==> src/dnsar_pkg.sv <==
`default_nettype none
package dnsar_pkg;

    localparam int unsigned BYTE_W = 8;
    localparam int unsigned WORD_W = 32;
    localparam int unsigned HDR_POS_W = 4;
    localparam int unsigned LABEL_W = 7;
    localparam int unsigned TAIL_W = 2;
    localparam int unsigned ANS_IDX_W = 4;

    // header layout
    localparam logic [HDR_POS_W-1:0] HDR_FIX_FIRST = 4'd2;
    localparam logic [HDR_POS_W-1:0] HDR_FIX_LAST = 4'd7;
    localparam logic [HDR_POS_W-1:0] HDR_LAST_POS = 4'd11;
    localparam logic [TAIL_W-1:0] TAIL_END = 2'd3;
    localparam logic [ANS_IDX_W-1:0] ANS_LAST_IDX = 4'd15;

    // fixed byte values
    localparam logic [BYTE_W-1:0] FLAGS_HI = 8'h81;
    localparam logic [BYTE_W-1:0] FLAGS_LO = 8'h80;
    localparam logic [BYTE_W-1:0] PTR_HI = 8'hc0;
    localparam logic [BYTE_W-1:0] PTR_LO = 8'h0c;
    localparam logic [BYTE_W-1:0] RDLEN_LO = 8'h04;
    localparam logic [WORD_W-1:0] TTL_RESET = 32'h0000_005f;

    typedef enum logic [2:0] {
        PH_HEADER = 3'd0,
        PH_LENGTH = 3'd1,
        PH_LABEL  = 3'd2,
        PH_TAIL   = 3'd3,
        PH_DROP   = 3'd4
    } t_phase;

    typedef enum logic [1:0] {
        K_NONE   = 2'd0,
        K_ONE    = 2'd1,
        K_ANSWER = 2'd2
    } t_kind;

    // parser result for one accepted word
    typedef struct packed {
        t_kind             kind;
        logic [BYTE_W-1:0] data;
        logic              last;
        logic              bad;
    } t_parse_res;

    // header bytes 2 to 7 of the response
    function automatic logic [BYTE_W-1:0] f_hdr_fixed(input logic [HDR_POS_W-1:0] pos);
        logic [BYTE_W-1:0] v;
        case (pos)
            4'd2:    v = FLAGS_HI;
            4'd3:    v = FLAGS_LO;
            4'd5:    v = 8'h01;
            4'd7:    v = 8'h01;
            default: v = 8'h00;
        endcase
        return v;
    endfunction

    // answer record byte at a given offset
    function automatic logic [BYTE_W-1:0] f_answer_byte(
        input logic [ANS_IDX_W-1:0] idx,
        input logic [WORD_W-1:0]    ttl,
        input logic [WORD_W-1:0]    ip
    );
        logic [BYTE_W-1:0] v;
        case (idx)
            4'd0:    v = PTR_HI;
            4'd1:    v = PTR_LO;
            4'd3:    v = 8'h01;
            4'd5:    v = 8'h01;
            4'd6:    v = ttl[31:24];
            4'd7:    v = ttl[23:16];
            4'd8:    v = ttl[15:8];
            4'd9:    v = ttl[7:0];
            4'd11:   v = RDLEN_LO;
            4'd12:   v = ip[31:24];
            4'd13:   v = ip[23:16];
            4'd14:   v = ip[15:8];
            4'd15:   v = ip[7:0];
            default: v = 8'h00;
        endcase
        return v;
    endfunction

endpackage
`default_nettype wire

==> src/dnsar_parser.sv <==
`default_nettype none
module dnsar_parser (
    input  wire logic                       i_clk,
    input  wire logic                       i_rst_n,
    input  wire logic                       i_accept,
    input  wire logic [dnsar_pkg::BYTE_W-1:0] i_byte,
    input  wire logic                       i_last,
    output dnsar_pkg::t_parse_res           o_res
);

    dnsar_pkg::t_phase                    r_phase, n_phase;
    logic [dnsar_pkg::HDR_POS_W-1:0]      r_hdr_pos, n_hdr_pos;
    logic [dnsar_pkg::LABEL_W-1:0]        r_label_rem, n_label_rem;
    logic [dnsar_pkg::TAIL_W-1:0]         r_tail_cnt, n_tail_cnt;
    logic [dnsar_pkg::LABEL_W-1:0]        label_dec;
    logic                                 restart;

    assign label_dec = r_label_rem - 7'd1;

    // next state
    always_comb begin
        n_phase = r_phase;
        n_hdr_pos = r_hdr_pos;
        n_label_rem = r_label_rem;
        n_tail_cnt = r_tail_cnt;
        restart = 1'b0;
        unique case (r_phase)
            dnsar_pkg::PH_HEADER: begin
                if (r_hdr_pos == dnsar_pkg::HDR_LAST_POS) begin
                    n_hdr_pos = '0;
                    n_phase = dnsar_pkg::PH_LENGTH;
                end else begin
                    n_hdr_pos = r_hdr_pos + 4'd1;
                end
                restart = i_last;
            end
            dnsar_pkg::PH_LENGTH: begin
                if (i_byte == 8'h00) begin
                    n_tail_cnt = '0;
                    n_phase = dnsar_pkg::PH_TAIL;
                end else if (!i_byte[7]) begin
                    n_label_rem = i_byte[6:0];
                    n_phase = dnsar_pkg::PH_LABEL;
                end
                restart = i_last;
            end
            dnsar_pkg::PH_LABEL: begin
                n_label_rem = label_dec;
                if (label_dec == '0) begin
                    n_phase = dnsar_pkg::PH_LENGTH;
                end
                restart = i_last;
            end
            dnsar_pkg::PH_TAIL: begin
                if (r_tail_cnt == dnsar_pkg::TAIL_END) begin
                    n_tail_cnt = '0;
                    n_phase = dnsar_pkg::PH_DROP;
                end else begin
                    n_tail_cnt = r_tail_cnt + 2'd1;
                end
                restart = i_last;
            end
            dnsar_pkg::PH_DROP: begin
                restart = i_last;
            end
            default: begin
                restart = 1'b1;
            end
        endcase
        if (restart) begin
            n_phase = dnsar_pkg::PH_HEADER;
            n_hdr_pos = '0;
            n_label_rem = '0;
            n_tail_cnt = '0;
        end
    end

    // result for the current word
    always_comb begin
        o_res.kind = dnsar_pkg::K_ONE;
        o_res.data = i_byte;
        o_res.last = i_last;
        o_res.bad = i_last;
        unique case (r_phase)
            dnsar_pkg::PH_HEADER: begin
                if (r_hdr_pos >= dnsar_pkg::HDR_FIX_FIRST &&
                    r_hdr_pos <= dnsar_pkg::HDR_FIX_LAST) begin
                    o_res.data = dnsar_pkg::f_hdr_fixed(r_hdr_pos);
                end
            end
            dnsar_pkg::PH_TAIL: begin
                // class complete: byte goes out, answer follows
                if (r_tail_cnt == dnsar_pkg::TAIL_END) begin
                    o_res.kind = dnsar_pkg::K_ANSWER;
                    o_res.last = 1'b0;
                    o_res.bad = 1'b0;
                end
            end
            dnsar_pkg::PH_DROP: begin
                o_res.kind = dnsar_pkg::K_NONE;
                o_res.last = 1'b0;
                o_res.bad = 1'b0;
            end
            default: begin
            end
        endcase
    end

    // state registers
    always_ff @(posedge i_clk) begin
        if (!i_rst_n) begin
            r_phase <= dnsar_pkg::PH_HEADER;
            r_hdr_pos <= '0;
            r_label_rem <= '0;
            r_tail_cnt <= '0;
        end else if (i_accept) begin
            r_phase <= n_phase;
            r_hdr_pos <= n_hdr_pos;
            r_label_rem <= n_label_rem;
            r_tail_cnt <= n_tail_cnt;
        end
    end

endmodule
`default_nettype wire

==> src/dnsar_emitter.sv <==
`default_nettype none
module dnsar_emitter (
    input  wire logic                         i_clk,
    input  wire logic                         i_rst_n,
    input  wire logic                         i_accept,
    input  wire dnsar_pkg::t_parse_res        i_res,
    input  wire logic [dnsar_pkg::WORD_W-1:0] i_ip,
    input  wire logic [dnsar_pkg::WORD_W-1:0] i_ttl,
    input  wire logic                         i_m_tready,
    output logic                              o_ready,
    output logic                              o_m_tvalid,
    output logic [dnsar_pkg::BYTE_W-1:0]      o_m_tdata,
    output logic                              o_m_tlast,
    output logic                              o_m_tuser
);

    logic                             r_valid, n_valid;
    logic [dnsar_pkg::BYTE_W-1:0]     r_data, n_data;
    logic                             r_last, n_last;
    logic                             r_bad, n_bad;
    logic                             r_pend, n_pend;
    logic [dnsar_pkg::ANS_IDX_W-1:0]  r_idx, n_idx;
    logic [dnsar_pkg::WORD_W-1:0]     r_ip, n_ip;
    logic                             fire_out;

    assign fire_out = r_valid && i_m_tready;
    // a new word fits when the result register frees up and no answer is queued
    assign o_ready = (!r_valid || i_m_tready) && !r_pend;

    // result register and answer sequencer
    always_comb begin
        n_valid = r_valid;
        n_data = r_data;
        n_last = r_last;
        n_bad = r_bad;
        n_pend = r_pend;
        n_idx = r_idx;
        n_ip = r_ip;
        if (i_accept && i_res.kind != dnsar_pkg::K_NONE) begin
            n_valid = 1'b1;
            n_data = i_res.data;
            n_last = i_res.last;
            n_bad = i_res.bad;
            if (i_res.kind == dnsar_pkg::K_ANSWER) begin
                n_pend = 1'b1;
                n_idx = '0;
                n_ip = i_ip;
            end
        end else if (fire_out && r_pend) begin
            n_valid = 1'b1;
            n_data = dnsar_pkg::f_answer_byte(r_idx, i_ttl, r_ip);
            n_last = (r_idx == dnsar_pkg::ANS_LAST_IDX);
            n_bad = 1'b0;
            n_idx = r_idx + 4'd1;
            if (r_idx == dnsar_pkg::ANS_LAST_IDX) begin
                n_pend = 1'b0;
            end
        end else if (fire_out) begin
            n_valid = 1'b0;
        end
    end

    // control registers
    always_ff @(posedge i_clk) begin
        if (!i_rst_n) begin
            r_valid <= 1'b0;
            r_pend <= 1'b0;
            r_idx <= '0;
        end else begin
            r_valid <= n_valid;
            r_pend <= n_pend;
            r_idx <= n_idx;
        end
    end

    // payload registers
    always_ff @(posedge i_clk) begin
        r_data <= n_data;
        r_last <= n_last;
        r_bad <= n_bad;
        r_ip <= n_ip;
    end

    assign o_m_tvalid = r_valid;
    assign o_m_tdata = r_data;
    assign o_m_tlast = r_last;
    assign o_m_tuser = r_bad;

endmodule
`default_nettype wire

==> src/dns_a_answer_rewriter_core.sv <==
// output: each reply word is registered and appears in the cycle after its query word is accepted
// throughput: one query word per cycle while the reply side is not stalled; the word that
//   ends the class holds the input while the 16-byte answer record is sent
// reset: synchronous active-low i_rst_n returns the parser to the header,
//   empties the result register and sets the ttl register to 95
`default_nettype none
module dns_a_answer_rewriter_core (
    input  wire logic        i_clk,
    input  wire logic        i_rst_n,
    // query stream
    input  wire logic        i_s_tvalid,
    output logic             o_s_tready,
    input  wire logic [39:0] i_s_tdata,   // request_byte [7:0], answer_ipv4 [39:8]
    input  wire logic        i_s_tlast,
    // reply stream
    output logic             o_m_tvalid,
    input  wire logic        i_m_tready,
    output logic [7:0]       o_m_tdata,   // reply_byte [7:0]
    output logic             o_m_tlast,
    output logic             o_m_tuser,   // malformed [0]
    // ttl register write
    input  wire logic        i_cfg_valid,
    output logic             o_cfg_ready,
    input  wire logic [31:0] i_cfg_data
);

    logic [dnsar_pkg::WORD_W-1:0] r_answer_ttl;
    logic                         in_ready;
    logic                         accept;
    dnsar_pkg::t_parse_res        parse_res;

    assign o_cfg_ready = 1'b1;
    assign o_s_tready = in_ready;
    assign accept = i_s_tvalid && in_ready;

    // ttl register
    always_ff @(posedge i_clk) begin
        if (!i_rst_n) begin
            r_answer_ttl <= dnsar_pkg::TTL_RESET;
        end else if (i_cfg_valid) begin
            r_answer_ttl <= i_cfg_data;
        end
    end

    dnsar_parser u_parser (
        .i_clk    (i_clk),
        .i_rst_n  (i_rst_n),
        .i_accept (accept),
        .i_byte   (i_s_tdata[7:0]),
        .i_last   (i_s_tlast),
        .o_res    (parse_res)
    );

    dnsar_emitter u_emitter (
        .i_clk      (i_clk),
        .i_rst_n    (i_rst_n),
        .i_accept   (accept),
        .i_res      (parse_res),
        .i_ip       (i_s_tdata[39:8]),
        .i_ttl      (r_answer_ttl),
        .i_m_tready (i_m_tready),
        .o_ready    (in_ready),
        .o_m_tvalid (o_m_tvalid),
        .o_m_tdata  (o_m_tdata),
        .o_m_tlast  (o_m_tlast),
        .o_m_tuser  (o_m_tuser)
    );

endmodule
`default_nettype wire

==> config.mk <==
export PLATFORM = sky130hd
export DESIGN_NAME = dns_a_answer_rewriter_core
export DESIGN_NICKNAME = d
export VERILOG_FILES = /design/src/dnsar_pkg.sv /design/src/dnsar_parser.sv /design/src/dnsar_emitter.sv /design/src/dns_a_answer_rewriter_core.sv
export SDC_FILE = /design/constraint.sdc
export NUM_CORES = 1
export LEC_CHECK = 0
export BUFFER_PORTS_ARGS = -buffer_cell sky130_fd_sc_hd__buf_2
export CAP_MARGIN = 20
export CORE_MARGIN = 2
export CORE_UTILIZATION = 61
export CTS_BUF_LIST = sky130_fd_sc_hd__clkbuf_4 sky130_fd_sc_hd__clkbuf_8
export CTS_CLUSTER_DIAMETER = 150
export DETAILED_ROUTE_END_ITERATION = 7
export PLACE_DENSITY_LB_ADDON = 0.08
export SKIP_LAST_GASP = 1
export SYNTH_ARGS = -nofsm -noshare
export SYNTH_HDL_FRONTEND = slang
export SYNTH_SLANG_ARGS = --single-unit
==> constraint.sdc <==
create_clock -name i_clk -period 9.3 [get_ports i_clk]
set_input_delay 2.325 -clock i_clk [delete_from_list [all_inputs] [get_ports i_clk]]
set_output_delay 2.325 -clock i_clk [all_outputs]
set_load 0.02 [all_outputs]
==> results of run 1 <==
state kept, by name, summed over array words and instances, names as in the netlist:
register,count
r_answer_ttl,32
u_emitter.o_m_tdata,8
u_emitter.o_m_tlast,1
u_emitter.o_m_tuser,1
u_emitter.o_m_tvalid,1
u_emitter.r_idx,4
u_emitter.r_ip,32
u_emitter.r_pend,1
u_parser.r_hdr_pos,4
u_parser.r_label_rem,7
u_parser.r_phase,3
u_parser.r_tail_cnt,2
Yosys cell counts (10+ instances only):
| master | count | area, sq um |
|---|---|---|
| dfxtp_1 | 54 | 1080 |
| a21oi_1 | 38 | 190 |
| mux2i_1 | 34 | 340 |
| o21ai_0 | 19 | 95.1 |
| nor2_1 | 47 | 176 |
| a22oi_1 | 13 | 97.6 |
| ha_1 | 10 | 125 |
| nand3_1 | 11 | 55.1 |
| inv_1 | 13 | 48.8 |
| edfxtp_1 | 42 | 1260 |
| nand2_1 | 35 | 131 |
| clkbuf_1 | 23 | 86.3 |
logic make-up after synthesis:
| kind of cell | count (synthesis) | synth area share |
|---|---|---|
| xor gates and xnor gates | 6 | 0.0116 |
| DFF | 96 | 0.517 |
| other | 1 | 0.000827 |
| adders and majority gates | 10 | 0.0276 |
| muxes | 35 | 0.0776 |
| buffers and inverters | 45 | 0.0389 |
| AOI/OAI and AO/OA | 126 | 0.188 |
| and+or+nand+nor | 132 | 0.138 |
per-layer routing:
| metal | track usage | routed length (microns) |
|---|---|---|
| met1 | 0.338 | 4610 |
| met2 | 0.456 | 5290 |
| met3 | 0.0478 | 625 |
| met4 | 0.0872 | 173 |
| met5 | 0 | 0 |
through the flow:
step | instances | hold slack, ns | util | power [W]
after floorplan | 451 | 0.440 | - | 0.000522
after global placement | 610 | 0.456 | 0.692 | 0.000553
after detailed placement | 610 | 0.465 | 0.692 | 0.000555
after CTS | 626 | 0.481 | 0.726 | 0.000875
after global routing | 626 | 0.490 | 0.726 | 0.000901
final | 626 | 0.474 | 0.726 | 0.000872
worst max-delay path, delay by kind of cell:
family	cells	cell delay, ns
simple gates	2	0.16
buf+inv	2	0.29
report_power, final:
group / leakage (nW) / total, W / switching [W] / internal (W)
Clock: 0.123 / 0.000325 / 0.000145 / 0.000180
Combinational: 1.12 / 0.0000839 / 0.0000477 / 0.0000362
Sequential: 0.829 / 0.000463 / 0.00000885 / 0.000454
Total: 2.08 / 0.000872 / 0.000202 / 0.000670
layout make-up:
| class | instances | area (sq um) |
|---|---|---|
| well taps | 99 | 124 |
| fillers | 550 | 1980 |
| clock buffers | 9 | 124 |
| flip-flops and latches | 96 | 2340 |
| repair buffers | 91 | 460 |
| multi-input cells | 310 | 2020 |
| inverters | 14 | 52.6 |
| clock inverters | 7 | 119 |
worst max-delay path by stage:
stage | from | end | slack [ns] | depth (start not counted)
after CTS | i_m_tready | o_s_tready | 4.20 | 4
after floorplan | i_m_tready | o_s_tready | 4.34 | 2
after global routing | i_m_tready | o_s_tready | 4.19 | 4
after global placement | i_m_tready | o_s_tready | 4.22 | 4
final | i_m_tready | o_s_tready | 4.20 | 4
after detailed placement | i_m_tready | o_s_tready | 4.21 | 4
cells in the final DEF (no fill, tap or decap), types with 3 or more instances in the layout:
| cell | n |
|---|---|
| nand2_1 | 35 |
| dfxtp_1 | 54 |
| o2111ai_1 | 3 |
| a22o_1 | 5 |
| a22oi_1 | 13 |
| mux2i_1 | 34 |
| nor3_1 | 6 |
| bufinv_16 | 3 |
| or3_1 | 3 |
| ha_1 | 10 |
| xnor2_1 | 5 |
| buf_2 | 89 |
| a221oi_1 | 7 |
| o21bai_1 | 3 |
| nor2_1 | 46 |
| o21a_1 | 3 |
| a311oi_1 | 5 |
| o21ai_0 | 19 |
| a31oi_1 | 4 |
| edfxtp_1 | 42 |
| o31ai_1 | 3 |
| nand3_1 | 11 |
| a21oi_1 | 38 |
| clkbuf_8 | 9 |
| nor4_1 | 7 |
| and3_1 | 3 |
| or4_1 | 3 |
| a211oi_1 | 3 |
| inv_1 | 13 |
==> metrics.cfg, run 1 <==
[run_status]
outcome = complete, no violations

[timing]
hold_violations = 0
setup_ws_ns = 4.20
achievable-frequency_mhz = 196
report.final.setup_viol = 0
finalCritPeriodShare = 0.548
period_needed_ns = 5.10
total_neg_setup_slack_ns = 0
skew_ns = 0.00682
tightest_slew_ns = 0.925
unrepaired_setup_endpoints_after_global_routing = false
max_slew_margin = 0.383
maxSlewViolCount = 0

[worst_setup_path]
timing.setup.critical_path_class = in2out
arrival_ns = 2.77
rr_startpoint = u_emitter.r_idx[0]$_SDFFE_PN0P_
required_ns = 6.98
worst_r2r_path_depth = 6
rrSetupSlack_ns = 6.79
crit_path_cell_trace = buf_2, nor2b_4, nor2_1, buf_2
critical_path.reg2reg.endpoint = u_emitter.o_m_tdata[5]$_DFFE_PP_
timing.critical_path.mode_cell = buf_2
worstPathMaxFanout = 3
critPathMaxStageDelay_ns = 0.16
worstSetupEndpointType = output pin
critical_path.startpoint_type = input port
worst_path_max_delay_cell = buf_2

[placement]
hpwl_microns = 7430
dpl_cell_area_sq_um = 4990
finalWeightedCongestion = 0.844
pre_cts_slack_ns = 4.21
io_buffer_count = 89

[die]
initial_utilization = 0.628
floorplan.die.height_microns = 90.2
floorplan.die_area_sq_um = 8140
placementRows = 31
floorplan.core_area_sq_um = 7210
io_pins = 91
chip_width_microns = 90.2

[synthesis]
asyncSetResetFlopFracSynth = 0
yosys.cell_types.count = 64
synth_enable_flop_cells = 42
synthesis.yosys.warnings = 0
mappedNetlistNets = 539
synth.ff_latch_count = 96
synth.yosys.seq_area_share = 0.517
mappedNetlistArea_sq_um = 4530
syn-instance-count = 451
syn_avg_cell_area_sq_um = 10.0
synth_top_flop_cell = dfxtp_1

[worst_hold_path]
whs_endpoint = u_parser.r_label_rem[6]$_SDFFE_PN0P_
hold_start = u_parser.r_label_rem[6]$_SDFFE_PN0P_
worst_hold_path.num_cells = 2
hold_path_class = reg2reg

[clocking]
holdBufCountCts = 0
cts_htree_levels = 3
clock_tree_from_tritoncts = built
cts_root_buf = clkbuf_8
post_cts_resize_count = 0
cts_max_path_buffers = 2
cts.repair_timing.setup_buffer_count = 0
cts.clk_slew.worst_paths_ns = 0.09
cts-buffers-inserted = 9
clock_net_sink_count = 96
worst_skew_pair.late_latency_ns = 0.35

[layout]
num_antenna_cells = 0
final_area_sq_um = 5240
fin_nets = 610
drive_gt1_frac = 0.216
areaGrowthSynthToFinish_pct = 15.6

[route]
routed-via-count = 3734
detailedRoute.firstIterationViolations = 278
route.detailed.drc = 0
routed_via_density = 5.96
ant_nets = 0
wl_per_cell_microns = 17.1
detailedRoute.firstPassIterationCount = 5
detail_route.wirelength_microns = 10700

[global_route]
first_pass_grt_wire_length_microns = 17300
antenna_violations_before_repair = 0
total_track_usage = 0.265
grt_pass1_vias = 3591
grt-ovfl-total = 0
grt_max_degree = 34

[pwr]
power_leakage_nw = 2.08
power.density_nw_per_um2 = 166
irDropWorstVdd_mv = 0.136

[run]
max_cap_violations = 0

(Power assumes the default switching activity.)
==> run 2, diff against run 1 <==
CORE_UTILIZATION = 57   (was 61)
clock period = 5.35 ns   (was 9.3 ns; I/O delays follow)
==> run 2 against run 1 <==
Compared with the run above: critical path depth unchanged; non-clock buffer count did not move; sequential cell count stayed put; highest routed layer unchanged; register-to-register slack lost 3.9 ns; sequential power is 74% higher; clock power up 44%; first-iteration DRC count is 15% lower; core utilization shrank 5.4 points; via count shrank 1.6%; total power is 63% higher; sequential share of layout area increased by 0.37 points; cell count grew 0.48%.
==> metrics.cfg, run 2 (synthesis results as in run 1) <==
[run_status]
outcome = complete, no violations

[worst_setup_path]
worst_setup_path_startpoint = i_m_tready
critPathBufInv = 2
rr_startpoint = u_emitter.r_idx[0]$_SDFFE_PN0P_
timing.setup.critical_path_class = in2out
critPathCapture = o_s_tready
crit_path_cell_trace = buf_2, nor2b_4, nor2_1, buf_2
timing.critical_path.mode_cell = buf_2
worst_path_max_delay_cell = buf_2
critical_path.reg2reg.endpoint = u_emitter.o_m_tdata[4]$_DFFE_PP_
arrival_ns = 1.78
required_ns = 4.01
critPathMaxStageDelay_ns = 0.16
worstPathMaxFanout = 3
top_family_by_delay_on_critical_path = buffers and inverters
critical_path.startpoint_type = input port
path_length_in_cells_of_the_critical_path = 4
worstSetupEndpointType = output pin
rrSetupSlack_ns = 2.94
worst_r2r_path_depth = 6

[die]
chip_width_microns = 93.2
floorplan.die_area_sq_um = 8680
initial_utilization = 0.586
floorplan.die.height_microns = 93.2
io_pins = 91
floorplan.core_area_sq_um = 7730
placementRows = 32

[timing]
achievable-frequency_mhz = 321
skew_ns = 0.00577
max_slew_margin = 0.360
unrepaired_setup_endpoints_after_global_routing = false
finalCritPeriodShare = 0.582
tightest_slew_ns = 0.961
period_needed_ns = 3.12
total_neg_setup_slack_ns = 0
maxSlewViolCount = 0
report.final.setup_viol = 0
hold_violations = 0

[route]
wl_per_cell_microns = 16.7
ant_nets = 0
route.detailed.drc = 0
detail_route.wirelength_microns = 10500
routed-via-count = 3676
routed_via_density = 5.84
detailedRoute.firstPassIterationCount = 4
detailedRoute.firstIterationViolations = 237

[placement]
dpl_cell_area_sq_um = 5000
io_buffer_count = 89
hpwl_microns = 7530
numPlacedInstances = 613
finalWeightedCongestion = 0.856

[clocking]
cts_htree_levels = 3
cts_max_path_buffers = 2
clock_net_sink_count = 96
cts.repair_timing.setup_buffer_count = 0
cts_root_buf = clkbuf_8
cts-buffers-inserted = 9
cts.clk_slew.worst_paths_ns = 0.09
holdBufCountCts = 0
clock_tree_from_tritoncts = built
post_cts_resize_count = 0
worst_skew_pair.late_latency_ns = 0.36

[layout]
layout.cells.most_common = buf_2
fin_nets = 610
post-route-util = 0.672
stdcell_count = 629
drive_gt1_frac = 0.216
final_cell_mix = 89 x buf_2, 54 x dfxtp_1, 46 x nor2_1, 42 x edfxtp_1, 38 x a21oi_1
num_antenna_cells = 0
areaGrowthSynthToFinish_pct = 14.6
final_area_sq_um = 5190

[pwr]
irDropWorstVdd_mv = 0.191
p_sw_frac = 0.247
internal_power_w = 0.00107
combinationalPowerShare = 0.102
p_sw_w = 0.000350
power.density_nw_per_um2 = 273
power.sequential.fraction = 0.568
power_leakage_nw = 2.05
p_clk_frac = 0.330

[worst_hold_path]
hold_path_class = reg2reg

[global_route]
grt_pass1_vias = 3398
total_track_usage = 0.251
antenna_violations_before_repair = 0
grt-ovfl-total = 0
first_pass_grt_wire_length_microns = 16800
grt_max_degree = 34

[run]
max_cap_violations = 0

## run 2: final cells by class
type / instances / area (sq um)
sequential: 96 / 2340
clock inverter: 7 / 72.6
clock buffer: 9 / 124
multi-input combinational: 310 / 2020
inverter: 14 / 52.6
fill: 631 / 2530
tap: 102 / 128
timing repair buffer: 91 / 460
## run 2: worst reg2reg max path, stage by stage, from the launching register on
cell	delay [ns]
dfxtp_1	0.42
inv_1	0.11
ha_1	0.47
nor2_1	0.18
a21oi_1	0.08
o31ai_1	0.66
o21ai_0	0.21
## run 2: through the flow
step	power, W	setup slack, ns	hold slack [ns]
floorplan	0.000908	1.48	0.440
global placement	0.000961	2.23	0.456
detailed placement	0.000965	2.14	0.470
CTS	0.00142	2.23	0.490
global route	0.00148	2.19	0.512
finish	0.00142	2.23	0.495
## run 2: layer usage
metal	wire, microns	vias to the layer above	track usage
li1	-	1818	-
met1	4610	1729	0.341
met2	5150	116	0.407
met3	583	13	0.0475
met4	154	0	0.0821
met5	0	-	0
## run 2: worst min path at each step
stage / start / end / slack (ns) / cells after the start
global route: u_parser.r_label_rem[6]$_SDFFE_PN0P_ / u_parser.r_label_rem[6]$_SDFFE_PN0P_ / 0.51 / 2
CTS: u_parser.r_label_rem[6]$_SDFFE_PN0P_ / u_parser.r_label_rem[6]$_SDFFE_PN0P_ / 0.49 / 2
global placement: r_answer_ttl[6]$_SDFFE_PN1P_ / r_answer_ttl[6]$_SDFFE_PN1P_ / 0.46 / 2
floorplan: u_parser.r_label_rem[6]$_SDFFE_PN0P_ / u_parser.r_label_rem[6]$_SDFFE_PN0P_ / 0.44 / 2
detailed placement: r_answer_ttl[0]$_SDFFE_PN1P_ / r_answer_ttl[0]$_SDFFE_PN1P_ / 0.47 / 2
finish: r_answer_ttl[0]$_SDFFE_PN1P_ / r_answer_ttl[0]$_SDFFE_PN1P_ / 0.49 / 2
## run 2: power groups by stage
stage | sequential (W) | clock, W | combinational [W]
floorplan | 0.000824 | 0 | 0.0000837
global placement | 0.000821 | 0 | 0.000141
detailed placement | 0.000821 | 0 | 0.000144
CTS | 0.000805 | 0.000475 | 0.000145
global route | 0.000808 | 0.000512 | 0.000159
finish | 0.000805 | 0.000468 | 0.000145
